File: src/hdl/vmb_pkg.sv
// Shared types, codes and constants of the virtio-mmio block register front end.
package vmb_pkg;

    localparam int QUEUE_MAX_DEF = 256;
    localparam int CONFIG_BYTES  = 64;

    localparam int CAP_W     = 48;
    localparam int CFG_IDX_W = 1;
    localparam int ENT_OUT_W = 9;

    localparam logic [31:0] MAGIC_WORD  = 32'h7472_6976;
    localparam logic [31:0] VENDOR_WORD = 32'h554d_4551;
    localparam logic [31:0] VERSION_ID  = 32'd2;
    localparam logic [31:0] DEVICE_ID   = 32'd2;
    localparam int          FEAT_RO_BIT    = 5;
    localparam int          FEAT_FLUSH_BIT = 9;

    typedef enum logic [1:0] {
        CMD_READ  = 2'd0,
        CMD_WRITE = 2'd1,
        CMD_DONE  = 2'd2,
        CMD_NONE  = 2'd3
    } t_vmb_cmd;

    localparam logic [CFG_IDX_W-1:0] CFG_READ_ONLY = 1'b0;
    localparam logic [CFG_IDX_W-1:0] CFG_CAPACITY  = 1'b1;

    localparam logic [8:0] OFF_MAGIC       = 9'h000;
    localparam logic [8:0] OFF_VERSION     = 9'h004;
    localparam logic [8:0] OFF_DEVICE_ID   = 9'h008;
    localparam logic [8:0] OFF_VENDOR_ID   = 9'h00c;
    localparam logic [8:0] OFF_DEV_FEAT    = 9'h010;
    localparam logic [8:0] OFF_DEV_FEAT_SEL = 9'h014;
    localparam logic [8:0] OFF_DRV_FEAT    = 9'h020;
    localparam logic [8:0] OFF_DRV_FEAT_SEL = 9'h024;
    localparam logic [8:0] OFF_QUEUE_SEL   = 9'h030;
    localparam logic [8:0] OFF_QUEUE_MAX   = 9'h034;
    localparam logic [8:0] OFF_QUEUE_NUM   = 9'h038;
    localparam logic [8:0] OFF_QUEUE_READY = 9'h044;
    localparam logic [8:0] OFF_QUEUE_NOTIFY = 9'h050;
    localparam logic [8:0] OFF_INT_STATUS  = 9'h060;
    localparam logic [8:0] OFF_INT_ACK     = 9'h064;
    localparam logic [8:0] OFF_STATUS      = 9'h070;
    localparam logic [8:0] OFF_DESC_LO     = 9'h080;
    localparam logic [8:0] OFF_DESC_HI     = 9'h084;
    localparam logic [8:0] OFF_AVAIL_LO    = 9'h090;
    localparam logic [8:0] OFF_AVAIL_HI    = 9'h094;
    localparam logic [8:0] OFF_USED_LO     = 9'h0a0;
    localparam logic [8:0] OFF_USED_HI     = 9'h0a4;

    // transport state except the queue size, whose width follows QUEUE_MAX
    typedef struct packed {
        logic [31:0] dev_status;
        logic [31:0] int_status;
        logic [31:0] dev_feature_page;
        logic [31:0] drv_feature_page;
        logic [63:0] drv_feature_bits;
        logic [31:0] queue_select;
        logic [31:0] queue_ready_word;
        logic [63:0] desc_addr;
        logic [63:0] avail_addr;
        logic [63:0] used_addr;
        logic        irq_line;
    } t_vmb_state;

endpackage

File: src/hdl/vmb_read_mux.sv
// Read data decode: identity words, banked feature words, queue words, interrupt and device status, and config space.
module vmb_read_mux
    import vmb_pkg::*;
(
    input  t_vmb_state         i_state,
    input  logic               i_read_only,
    input  logic [CAP_W-1:0]   i_capacity,
    input  logic [8:0]         i_offset,
    input  logic [3:0]         i_access_bytes,
    input  logic [31:0]        i_queue_max_word,
    output logic [63:0]        o_rdata
);

    logic [63:0] w_feats;
    logic [63:0] w_cap_ext;
    logic [63:0] w_cfg_data;

    always_comb begin
        w_feats = 64'd0;
        w_feats[32] = 1'b1;
        w_feats[FEAT_FLUSH_BIT] = 1'b1;
        w_feats[FEAT_RO_BIT] = i_read_only;
    end

    assign w_cap_ext = 64'(i_capacity);

    // config space: up to 8 bytes, only the capacity bytes are nonzero
    always_comb begin
        logic [8:0] b;
        w_cfg_data = 64'd0;
        for (int i = 0; i < 8; i++) begin
            b = {1'b0, i_offset[7:0]} + 9'(i);
            if ((4'(i) < i_access_bytes) && (b < 9'(CONFIG_BYTES)) && (b < 9'd8)) begin
                w_cfg_data[i*8 +: 8] = w_cap_ext[b[2:0]*8 +: 8];
            end
        end
    end

    always_comb begin
        if (i_offset[8]) begin
            o_rdata = w_cfg_data;
        end else begin
            unique case (i_offset)
                OFF_MAGIC:       o_rdata = 64'(MAGIC_WORD);
                OFF_VERSION:     o_rdata = 64'(VERSION_ID);
                OFF_DEVICE_ID:   o_rdata = 64'(DEVICE_ID);
                OFF_VENDOR_ID:   o_rdata = 64'(VENDOR_WORD);
                OFF_DEV_FEAT:    o_rdata = (i_state.dev_feature_page == 32'd1) ?
                                           {32'd0, w_feats[63:32]} : {32'd0, w_feats[31:0]};
                OFF_QUEUE_MAX:   o_rdata = (i_state.queue_select == 32'd0) ?
                                           64'(i_queue_max_word) : 64'd0;
                OFF_QUEUE_READY: o_rdata = 64'(i_state.queue_ready_word);
                OFF_INT_STATUS:  o_rdata = 64'(i_state.int_status);
                OFF_STATUS:      o_rdata = 64'(i_state.dev_status);
                default:         o_rdata = 64'd0;
            endcase
        end
    end

endmodule

File: src/hdl/vmb_regs.sv
// Transport and configuration registers with write decode and completion handling.
module vmb_regs
    import vmb_pkg::*;
#(
    parameter int QUEUE_MAX = QUEUE_MAX_DEF,
    parameter int QW        = $clog2(QUEUE_MAX + 1)
)(
    input  logic                 i_clk,
    input  logic                 i_rst_n,
    input  logic                 i_cfg_we,
    input  logic [CFG_IDX_W-1:0] i_cfg_index,
    input  logic [CAP_W-1:0]     i_cfg_wdata,
    input  logic                 i_exec,
    input  t_vmb_cmd             i_cmd,
    input  logic [8:0]           i_offset,
    input  logic [31:0]          i_wdata,
    output t_vmb_state           o_state,
    output logic [QW-1:0]        o_entries,
    output t_vmb_state           o_next,
    output logic [QW-1:0]        o_next_entries,
    output logic                 o_notify,
    output logic                 o_read_only,
    output logic [CAP_W-1:0]     o_capacity
);

    t_vmb_state       r_st, n_st;
    logic [QW-1:0]    r_entries, n_entries;
    logic             r_read_only;
    logic [CAP_W-1:0] r_capacity;
    logic             w_queue_live;
    logic [31:0]      w_int_acked;

    assign w_queue_live = (r_st.queue_ready_word != 32'd0) && (r_entries != '0);
    assign w_int_acked  = r_st.int_status & ~i_wdata;

    always_comb begin
        n_st      = r_st;
        n_entries = r_entries;
        o_notify  = 1'b0;
        if (i_cmd == CMD_WRITE) begin
            unique case (i_offset)
                OFF_DEV_FEAT_SEL: n_st.dev_feature_page = i_wdata;
                OFF_DRV_FEAT: begin
                    if (r_st.drv_feature_page == 32'd1) begin
                        n_st.drv_feature_bits[63:32] = i_wdata;
                    end else begin
                        n_st.drv_feature_bits[31:0] = i_wdata;
                    end
                end
                OFF_DRV_FEAT_SEL: n_st.drv_feature_page = i_wdata;
                OFF_QUEUE_SEL:    n_st.queue_select = i_wdata;
                OFF_QUEUE_NUM:    n_entries = (i_wdata > 32'(QUEUE_MAX)) ?
                                              QW'(QUEUE_MAX) : i_wdata[QW-1:0];
                OFF_QUEUE_READY:  n_st.queue_ready_word = i_wdata;
                OFF_QUEUE_NOTIFY: o_notify = (i_wdata == 32'd0) && w_queue_live;
                OFF_INT_ACK: begin
                    n_st.int_status = w_int_acked;
                    if (w_int_acked == 32'd0) begin
                        n_st.irq_line = 1'b0;
                    end
                end
                OFF_STATUS: begin
                    if (i_wdata == 32'd0) begin
                        n_st      = '0;
                        n_entries = '0;
                    end else begin
                        n_st.dev_status = i_wdata;
                    end
                end
                OFF_DESC_LO:  n_st.desc_addr[31:0]   = i_wdata;
                OFF_DESC_HI:  n_st.desc_addr[63:32]  = i_wdata;
                OFF_AVAIL_LO: n_st.avail_addr[31:0]  = i_wdata;
                OFF_AVAIL_HI: n_st.avail_addr[63:32] = i_wdata;
                OFF_USED_LO:  n_st.used_addr[31:0]   = i_wdata;
                OFF_USED_HI:  n_st.used_addr[63:32]  = i_wdata;
                default: ;
            endcase
        end else if (i_cmd == CMD_DONE) begin
            if (w_queue_live) begin
                n_st.int_status = r_st.int_status | 32'd1;
                n_st.irq_line   = 1'b1;
            end
        end
    end

    always_ff @(posedge i_clk) begin
        if (!i_rst_n) begin
            r_st      <= '0;
            r_entries <= '0;
        end else if (i_exec) begin
            r_st      <= n_st;
            r_entries <= n_entries;
        end
    end

    always_ff @(posedge i_clk) begin
        if (!i_rst_n) begin
            r_read_only <= 1'b0;
            r_capacity  <= '0;
        end else if (i_cfg_we) begin
            unique case (i_cfg_index)
                CFG_READ_ONLY: r_read_only <= i_cfg_wdata[0];
                CFG_CAPACITY:  r_capacity  <= i_cfg_wdata;
                default: ;
            endcase
        end
    end

    assign o_state        = r_st;
    assign o_entries      = r_entries;
    assign o_next         = n_st;
    assign o_next_entries = n_entries;
    assign o_read_only    = r_read_only;
    assign o_capacity     = r_capacity;

endmodule

File: src/hdl/virtio_mmio_block_registers_unit.sv
// Top level of the virtio-mmio block register front end: input stage, execute, result register.
//
// Each bus access or completion event passes through an input register, is decoded
// against the transport registers combinationally, and lands in a result register;
// one item is accepted per cycle as long as the result side keeps taking results.
// The result register holds while the output is stalled, and the input register then
// holds one more item before input stalls. The result carries read data (zero unless
// a read), the interrupt level, the notify strobe and the queue size and ring bases as
// they stand after the item. A status write of zero clears all transport state;
// configuration registers are kept.
module virtio_mmio_block_registers_unit
    import vmb_pkg::*;
#(
    parameter int QUEUE_MAX = QUEUE_MAX_DEF
)(
    input  logic                 i_clk,
    input  logic                 i_rst_n,
    input  logic                 i_cfg_we,
    input  logic [CFG_IDX_W-1:0] i_cfg_index,
    input  logic [CAP_W-1:0]     i_cfg_wdata,
    input  logic                 i_valid,
    output logic                 o_stall,
    input  logic [1:0]           i_cmd,
    input  logic [8:0]           i_offset,
    input  logic [3:0]           i_access_bytes,
    input  logic [31:0]          i_wdata,
    output logic                 o_valid,
    input  logic                 i_stall,
    output logic [63:0]          o_rdata,
    output logic                 o_irq_level,
    output logic                 o_notify,
    output logic [ENT_OUT_W-1:0] o_ring_entries,
    output logic [63:0]          o_desc_base,
    output logic [63:0]          o_avail_base,
    output logic [63:0]          o_used_base
);

    localparam int QW = $clog2(QUEUE_MAX + 1);

    logic        r_in_valid;
    t_vmb_cmd    r_in_cmd;
    logic [8:0]  r_in_offset;
    logic [3:0]  r_in_bytes;
    logic [31:0] r_in_wdata;

    logic        r_out_valid;
    logic [63:0] r_out_rdata;
    logic        r_out_irq;
    logic        r_out_notify;
    logic [ENT_OUT_W-1:0] r_out_entries;
    logic [63:0] r_out_desc;
    logic [63:0] r_out_avail;
    logic [63:0] r_out_used;

    logic             w_adv;
    t_vmb_state       w_state, w_next;
    logic [QW-1:0]    w_entries, w_next_entries;
    logic             w_notify;
    logic             w_read_only;
    logic [CAP_W-1:0] w_capacity;
    logic [63:0]      w_rdata;
    logic [31:0]      w_entries_ext;

    // execute when an item waits and the result register is free or being drained
    assign w_adv   = r_in_valid && (!r_out_valid || !i_stall);
    assign o_stall = r_in_valid && r_out_valid && i_stall;

    always_ff @(posedge i_clk) begin
        if (!i_rst_n) begin
            r_in_valid <= 1'b0;
        end else if (!o_stall) begin
            r_in_valid <= i_valid;
        end
    end

    always_ff @(posedge i_clk) begin
        if (i_valid && !o_stall) begin
            r_in_cmd    <= t_vmb_cmd'(i_cmd);
            r_in_offset <= i_offset;
            r_in_bytes  <= i_access_bytes;
            r_in_wdata  <= i_wdata;
        end
    end

    vmb_regs #(
        .QUEUE_MAX (QUEUE_MAX),
        .QW        (QW)
    ) u_regs (
        .i_clk          (i_clk),
        .i_rst_n        (i_rst_n),
        .i_cfg_we       (i_cfg_we),
        .i_cfg_index    (i_cfg_index),
        .i_cfg_wdata    (i_cfg_wdata),
        .i_exec         (w_adv),
        .i_cmd          (r_in_cmd),
        .i_offset       (r_in_offset),
        .i_wdata        (r_in_wdata),
        .o_state        (w_state),
        .o_entries      (w_entries),
        .o_next         (w_next),
        .o_next_entries (w_next_entries),
        .o_notify       (w_notify),
        .o_read_only    (w_read_only),
        .o_capacity     (w_capacity)
    );

    vmb_read_mux u_read_mux (
        .i_state          (w_state),
        .i_read_only      (w_read_only),
        .i_capacity       (w_capacity),
        .i_offset         (r_in_offset),
        .i_access_bytes   (r_in_bytes),
        .i_queue_max_word (32'(QUEUE_MAX)),
        .o_rdata          (w_rdata)
    );

    assign w_entries_ext = 32'(w_next_entries);

    always_ff @(posedge i_clk) begin
        if (!i_rst_n) begin
            r_out_valid <= 1'b0;
        end else if (w_adv) begin
            r_out_valid <= 1'b1;
        end else if (!i_stall) begin
            r_out_valid <= 1'b0;
        end
    end

    always_ff @(posedge i_clk) begin
        if (w_adv) begin
            r_out_rdata   <= (r_in_cmd == CMD_READ) ? w_rdata : 64'd0;
            r_out_irq     <= w_next.irq_line;
            r_out_notify  <= w_notify;
            r_out_entries <= w_entries_ext[ENT_OUT_W-1:0];
            r_out_desc    <= w_next.desc_addr;
            r_out_avail   <= w_next.avail_addr;
            r_out_used    <= w_next.used_addr;
        end
    end

    assign o_valid        = r_out_valid;
    assign o_rdata        = r_out_rdata;
    assign o_irq_level    = r_out_irq;
    assign o_notify       = r_out_notify;
    assign o_ring_entries = r_out_entries;
    assign o_desc_base    = r_out_desc;
    assign o_avail_base   = r_out_avail;
    assign o_used_base    = r_out_used;

    // input side only stalls when both stages hold an item
    a_stall_full: assert property (@(posedge i_clk) disable iff (!i_rst_n)
        o_stall |-> (r_in_valid && r_out_valid))
        else $error("input stalled with a free stage");

    // status write of zero leaves transport state cleared
    a_status_clear: assert property (@(posedge i_clk) disable iff (!i_rst_n)
        (w_adv && r_in_cmd == CMD_WRITE && r_in_offset == OFF_STATUS && r_in_wdata == 32'd0)
        |=> (w_state == '0 && w_entries == '0))
        else $error("status reset did not clear state");

    // queue size never exceeds the maximum
    a_entries_max: assert property (@(posedge i_clk) disable iff (!i_rst_n)
        32'(w_entries) <= 32'(QUEUE_MAX))
        else $error("queue size above maximum");

    // interrupt line only high with a pending interrupt bit
    a_irq_pending: assert property (@(posedge i_clk) disable iff (!i_rst_n)
        w_state.irq_line |-> (w_state.int_status != 32'd0))
        else $error("interrupt line high with no pending bit");

endmodule
File: config.mk
export PLATFORM = sky130hd
export DESIGN_NAME = virtio_mmio_block_registers_unit
export DESIGN_NICKNAME = d
export VERILOG_FILES = /design/src/hdl/vmb_pkg.sv /design/src/hdl/vmb_read_mux.sv /design/src/hdl/vmb_regs.sv /design/src/hdl/virtio_mmio_block_registers_unit.sv
export SDC_FILE = /design/constraint.sdc
export NUM_CORES = 1
export LEC_CHECK = 0
export BUFFER_PORTS_ARGS = -buffer_cell sky130_fd_sc_hd__buf_4
export CORE_MARGIN = 4
export CORE_UTILIZATION = 65
export DETAILED_ROUTE_END_ITERATION = 12
export PLACE_DENSITY_LB_ADDON = 0.1
export SLEW_MARGIN = 0
export SYNTH_ARGS = -nofsm -noshare
export SYNTH_HDL_FRONTEND = slang
export SYNTH_HIERARCHICAL = 1
export SYNTH_SLANG_ARGS = --single-unit
export TNS_END_PERCENT = 1
File: constraint.sdc
create_clock -name i_clk -period 46.2 [get_ports i_clk]
set_input_delay 2.31 -clock i_clk [delete_from_list [all_inputs] [get_ports i_clk]]
set_output_delay 2.31 -clock i_clk [all_outputs]
set_load 0.01 [all_outputs]
# Yosys cells after proc, flatten, opt, wreduce, memory -nomap -nowiden
# Index checks and enable logic that the tools add are counted.
# totals
in_bits,101
reg_bits,727
elab_cells,183
# op_classes
n_eq_ne,26
muxes,39
bitwise_logic,3
n_lt_le_gt_ge,25
n_addsub,7
shifts,8
n_reduce_logical,49
# ops
op,count
one-hot mux 32 bit (2 select lines),10
variable part select 64 x 7 -> 8 bit,8
two-way mux 417 bit,1
one-hot mux 32 bit (8 select lines),1
two-way mux 192 bit,1
zero test 32 bit,3
two-way mux 32 bit,3
two-way mux 64 bit,1
two-way mux 8 bit,8
less-than comparator 9 x 4 -> 1 bit (second input constant),7
less-than comparator 9 x 7 -> 1 bit (second input constant),7
== test 9 x 8 -> 1 bit (second input constant),6
== test 9 x 7 -> 1 bit (second input constant),5
adder 8 x 3 -> 9 bit (second input constant),4
two-way mux 9 bit,4
AND 32 bit,1
== test 32 x 1 -> 1 bit (second input constant),1
> comparator 32 x 9 -> 1 bit (second input constant),1
NOT 32 bit,1
nonzero test 32 bit,1
== test 9 x 6 -> 1 bit (second input constant),3
logical AND 1 bit,22
adder 8 x 2 -> 9 bit (second input constant),2
== test 9 x 4 -> 1 bit (second input constant),2
30 further kinds,54

# Longest topological paths before layout
# depth
depth_word,6
depth_mapped,13

# Hierarchy
# Netlist, hierarchy kept.
# by_module_without_submodules
mod,area_per_inst_um2,instances,cells_each
vmb_regs,26087.5,1,3258
virtio_mmio_block_registers_unit,10010.9,1,395
vmb_read_mux,3716.1,1,527

# Least setup slack after synthesis
# Ideal clock, no wire load.
# synth_path
kind,input-to-reg
from,input i_stall
to,"register u_regs.r_st, in the netlist u_regs/o_state[230]"
path_stages,8
required_ps,46080
path_slack_ps,22729
setup_time_ps,120
t_arrival_ps,23351
path_cell_list,a21boi_0 -> clkbuf_1 -> clkbuf_1 -> nand2_1 -> clkbuf_1 -> clkbuf_1 -> a211oi_1 -> nor2_1
# synth_via
elab_chain_cells,4
# synth_lines
element,line,rtl
start: declaration,virtio_mmio_block_registers_unit.sv:28,"input logic i_stall,"
zero test 1 bit,-,
logical OR 1 bit,virtio_mmio_block_registers_unit.sv:65,assign w_adv = r_in_valid && (!r_out_valid || !i_stall);
logical AND 1 bit,virtio_mmio_block_registers_unit.sv:65,
AND reduction 4 bit (no line),-,
end signal: assignment,vmb_regs.sv:91,r_st <= n_st;
end: declaration,vmb_regs.sv:26,"t_vmb_state r_st, n_st;"
# No other way between the ends.
# A chain may end at the register's enable or synchronous reset.

# Final worst setup path
# layout_path
from,input i_stall
to,output o_stall
# layout_via
elab_chain_cells,1
# layout_lines
element,line,rtl
logical AND 1 bit,virtio_mmio_block_registers_unit.sv:66,assign o_stall = r_in_valid && r_out_valid && i_stall;
end: declaration,virtio_mmio_block_registers_unit.sv:22,"output logic o_stall,"
# No other way between the ends.

==> flow_summary.rst <==
.. list-table::
   :header-rows: 1

   * - Metric
     - Value
   * - PwrDens
     - 35.8 nW/um2
   * - Endpoint of the worst register-to-register path
     - o_rdata[12]
   * - Routed Wire Length
     - 117000 um
   * - Worst setup slack before clock tree synthesis
     - 40.79 ns
   * - Leakage power summed over all cells
     - 14.1 nW
   * - CTS H-Tree Depth
     - 3
   * - Max-cap violations
     - 0
   * - RR Startpoint
     - r_in_offset[1]
   * - Proportion of power drawn by combinational gates
     - 0.068
   * - Final number of max-transition violations
     - 0
   * - CP top delay family
     - buffers and inverters
   * - Highest-count cells in the layout ignoring fill and taps
     - 596 x sky130_fd_sc_hd__nor2_1, 444 x sky130_fd_sc_hd__buf_4, 413 x sky130_fd_sc_hd__dfxtp_1, 323 x sky130_fd_sc_hd__o21ai_0, 314 x sky130_fd_sc_hd__edfxtp_1
   * - Router iterations before antenna repair
     - 7
   * - Die area
     - 55200 um2
   * - Power Internal
     - 1.06 mW
   * - R2R depth
     - 9
   * - Horizontal extent of the die
     - 235 um
   * - Setup skew after layout
     - 0.0228 ns
   * - Clock power share
     - 0.429
   * - Share of final-layout standard cells stronger than drive strength 1
     - 0.202
   * - Clk sink count
     - 727
   * - Remaining design rule violation count
     - 0
   * - Synthesized cell area
     - 33500 um2
   * - Clk root buf
     - sky130_fd_sc_hd__clkbuf_16
   * - Max frequency
     - 194 MHz
   * - Total number of nets in the final design
     - 3716
   * - Overflow left after global routing
     - 0
   * - Slowest CP cell
     - sky130_fd_sc_hd__and3_1
   * - Buffers and inverters on the worst path
     - 2
   * - Worst Tran Pin Value
     - 1.33 ns
   * - Worst-case vdd ir drop
     - 0.0326 mV
   * - Sum of internal, switching and leakage power
     - 1.39 mW
   * - Die height
     - 235 um
   * - Vias per inst
     - 7.07
   * - Number of global-route vias before repair
     - 28541
   * - Most frequent standard cell in the layout excluding fill and tap cells
     - sky130_fd_sc_hd__nor2_1
   * - Final setup violation count
     - 0
   * - Total Neg Setup Slack
     - 0 ns
   * - Setup crit start
     - i_stall
   * - Setup repair after global routing missed its margin
     - no
   * - Avg Synthesized Cell Area
     - 9.70 um2
   * - Sequential group share of total power
     - 0.503
   * - Global-route wire length before repair
     - 174000 um
   * - Post-cts sizing count
     - 0
   * - Kind of start point of the critical path
     - input pin
   * - Tmin final
     - 5.14 ns
   * - Switching part of the total power
     - 0.239
   * - Synthesized netlist cell count
     - 3450
   * - Required arrival time at the worst endpoint
     - 43.89 ns
   * - Reg clk slew, reported paths
     - 0.06 ns
   * - Post-route clock period utilization
     - 0.111
   * - Number of buffers inserted to repair setup after CTS
     - 0
   * - Quantity of I/O buffers inserted on ports
     - 369
   * - Maximum root-to-sink buffer count
     - 3
   * - Clock latency of the later-clocked register in the worst-skew pair
     - 0.63 ns
   * - Arrival time at the worst endpoint
     - 2.83 ns
   * - Detail Placement HPWL
     - 76900 um
   * - Type of the worst setup path
     - in2out
   * - CTS Hold Bufs
     - 0
   * - Count of endpoints failing hold in the final timing report
     - 0
   * - Worst slew margin relative to its limit
     - 0.114
   * - Aggregate global-route resource usage
     - 0.400
   * - Number of cells traversed by the worst hold path
     - 2
   * - Worst Setup End Kind
     - output port
   * - Crit path cell chain
     - buf_4 -> and3_1 -> buf_4
   * - Worst setup path end
     - o_stall
   * - Logic depth of the worst setup path including buffers
     - 3
   * - GP Congestion
     - 0.993
   * - Count of yosys warnings during synthesis
     - 6
   * - Pin count of the biggest net entering global routing
     - 230
   * - FF-to-FF setup slack
     - 41.53 ns
   * - Via count
     - 30649
   * - Relative area change from synthesis to final layout
     - 15.7%
   * - Crit Path Max Fanout
     - 3
   * - Post-route setup slack
     - 41.06 ns
   * - Std-Cell Rows
     - 82
   * - Number of inserted diodes
     - 0
   * - Critical Path Max Stage Delay
     - 0.23 ns
   * - Status
     - complete, no violations
   * - Detailed router's first-iteration violation count
     - 5625
   * - Switch Pwr
     - 331 uW
   * - Ports
     - 370
   * - Number of routed nets with antenna violations
     - 0
   * - Initial Util
     - 0.662
   * - Library cell appearing most often on the critical path
     - sky130_fd_sc_hd__buf_4
   * - Routed WL per cell
     - 27.1 um
   * - Initial antenna violation count
     - 4
   * - Clock tree from TritonCTS
     - done
   * - TritonCTS Buffers
     - 73
   * - Standard cell core area
     - 50600 um2
   * - Worst min-delay path class
     - reg2reg
[metal layers]
layer  global-route usage  routed length [um]
met3                0.109               16000
met2                0.587               50100
met1                0.550               43800
met4                0.203                7540
met5                    0                  48
[power groups by stage]
stage	clock network [mW]	registers, mW	logic, mW
finish	0.596	0.699	0.0944
global route	0.621	0.700	0.0984
CTS	0.595	0.699	0.0920
detailed placement	0	0.712	0.0915
global placement	0	0.711	0.0903
floorplan	0	0.721	0.0441
[flip-flops by register name, summed over array words and instances (netlist names), 32 cells and up]
register and flops:
o_avail_base 64, o_used_base 64, o_desc_base 64, r_in_wdata 32, o_rdata 64, u_regs/o_capacity 48, u_regs/o_state 353
[tightest hold or removal path, cell delays in order, from the launching register on]
cell	delay, ns
sky130_fd_sc_hd__dfxtp_1	0.32
sky130_fd_sc_hd__nand2_1	0.05
sky130_fd_sc_hd__a21oi_1	0.06
[how the worst min path moves through the flow]
stage                                     end  slack, ns                 from
after CTS                 u_regs/o_state[424]       0.46  u_regs/o_state[424]
after global routing      u_regs/o_state[411]       0.50  u_regs/o_state[411]
final                     u_regs/o_state[424]       0.48  u_regs/o_state[424]
after global placement    u_regs/o_state[424]       0.44  u_regs/o_state[424]
after floorplan           u_regs/o_state[424]       0.43  u_regs/o_state[424]
after detailed placement  u_regs/o_state[424]       0.45  u_regs/o_state[424]
[final cells by class]
cell class	count	area [um2]
clock buffer	102	2080
multi-input combinational	2327	14300
fill	3316	11800
clock inverter	34	315
sequential	727	17700
timing repair buffer	446	3370
inverter	29	109
tap	672	841
[per-stage QoR]
step,instance area (um2),utilization,hold slack (ns),std cells
6_report,38800,0.766,0.478,4337
5_1_grt,38800,0.766,0.500,4337
4_1_cts,38800,0.766,0.458,4337
3_5_place_dp,36400,0.719,0.450,4201
3_3_place_gp,36400,0.719,0.438,4201
2_1_floorplan,33600,-,0.432,3480
Power figures use the tool's default switching activity.
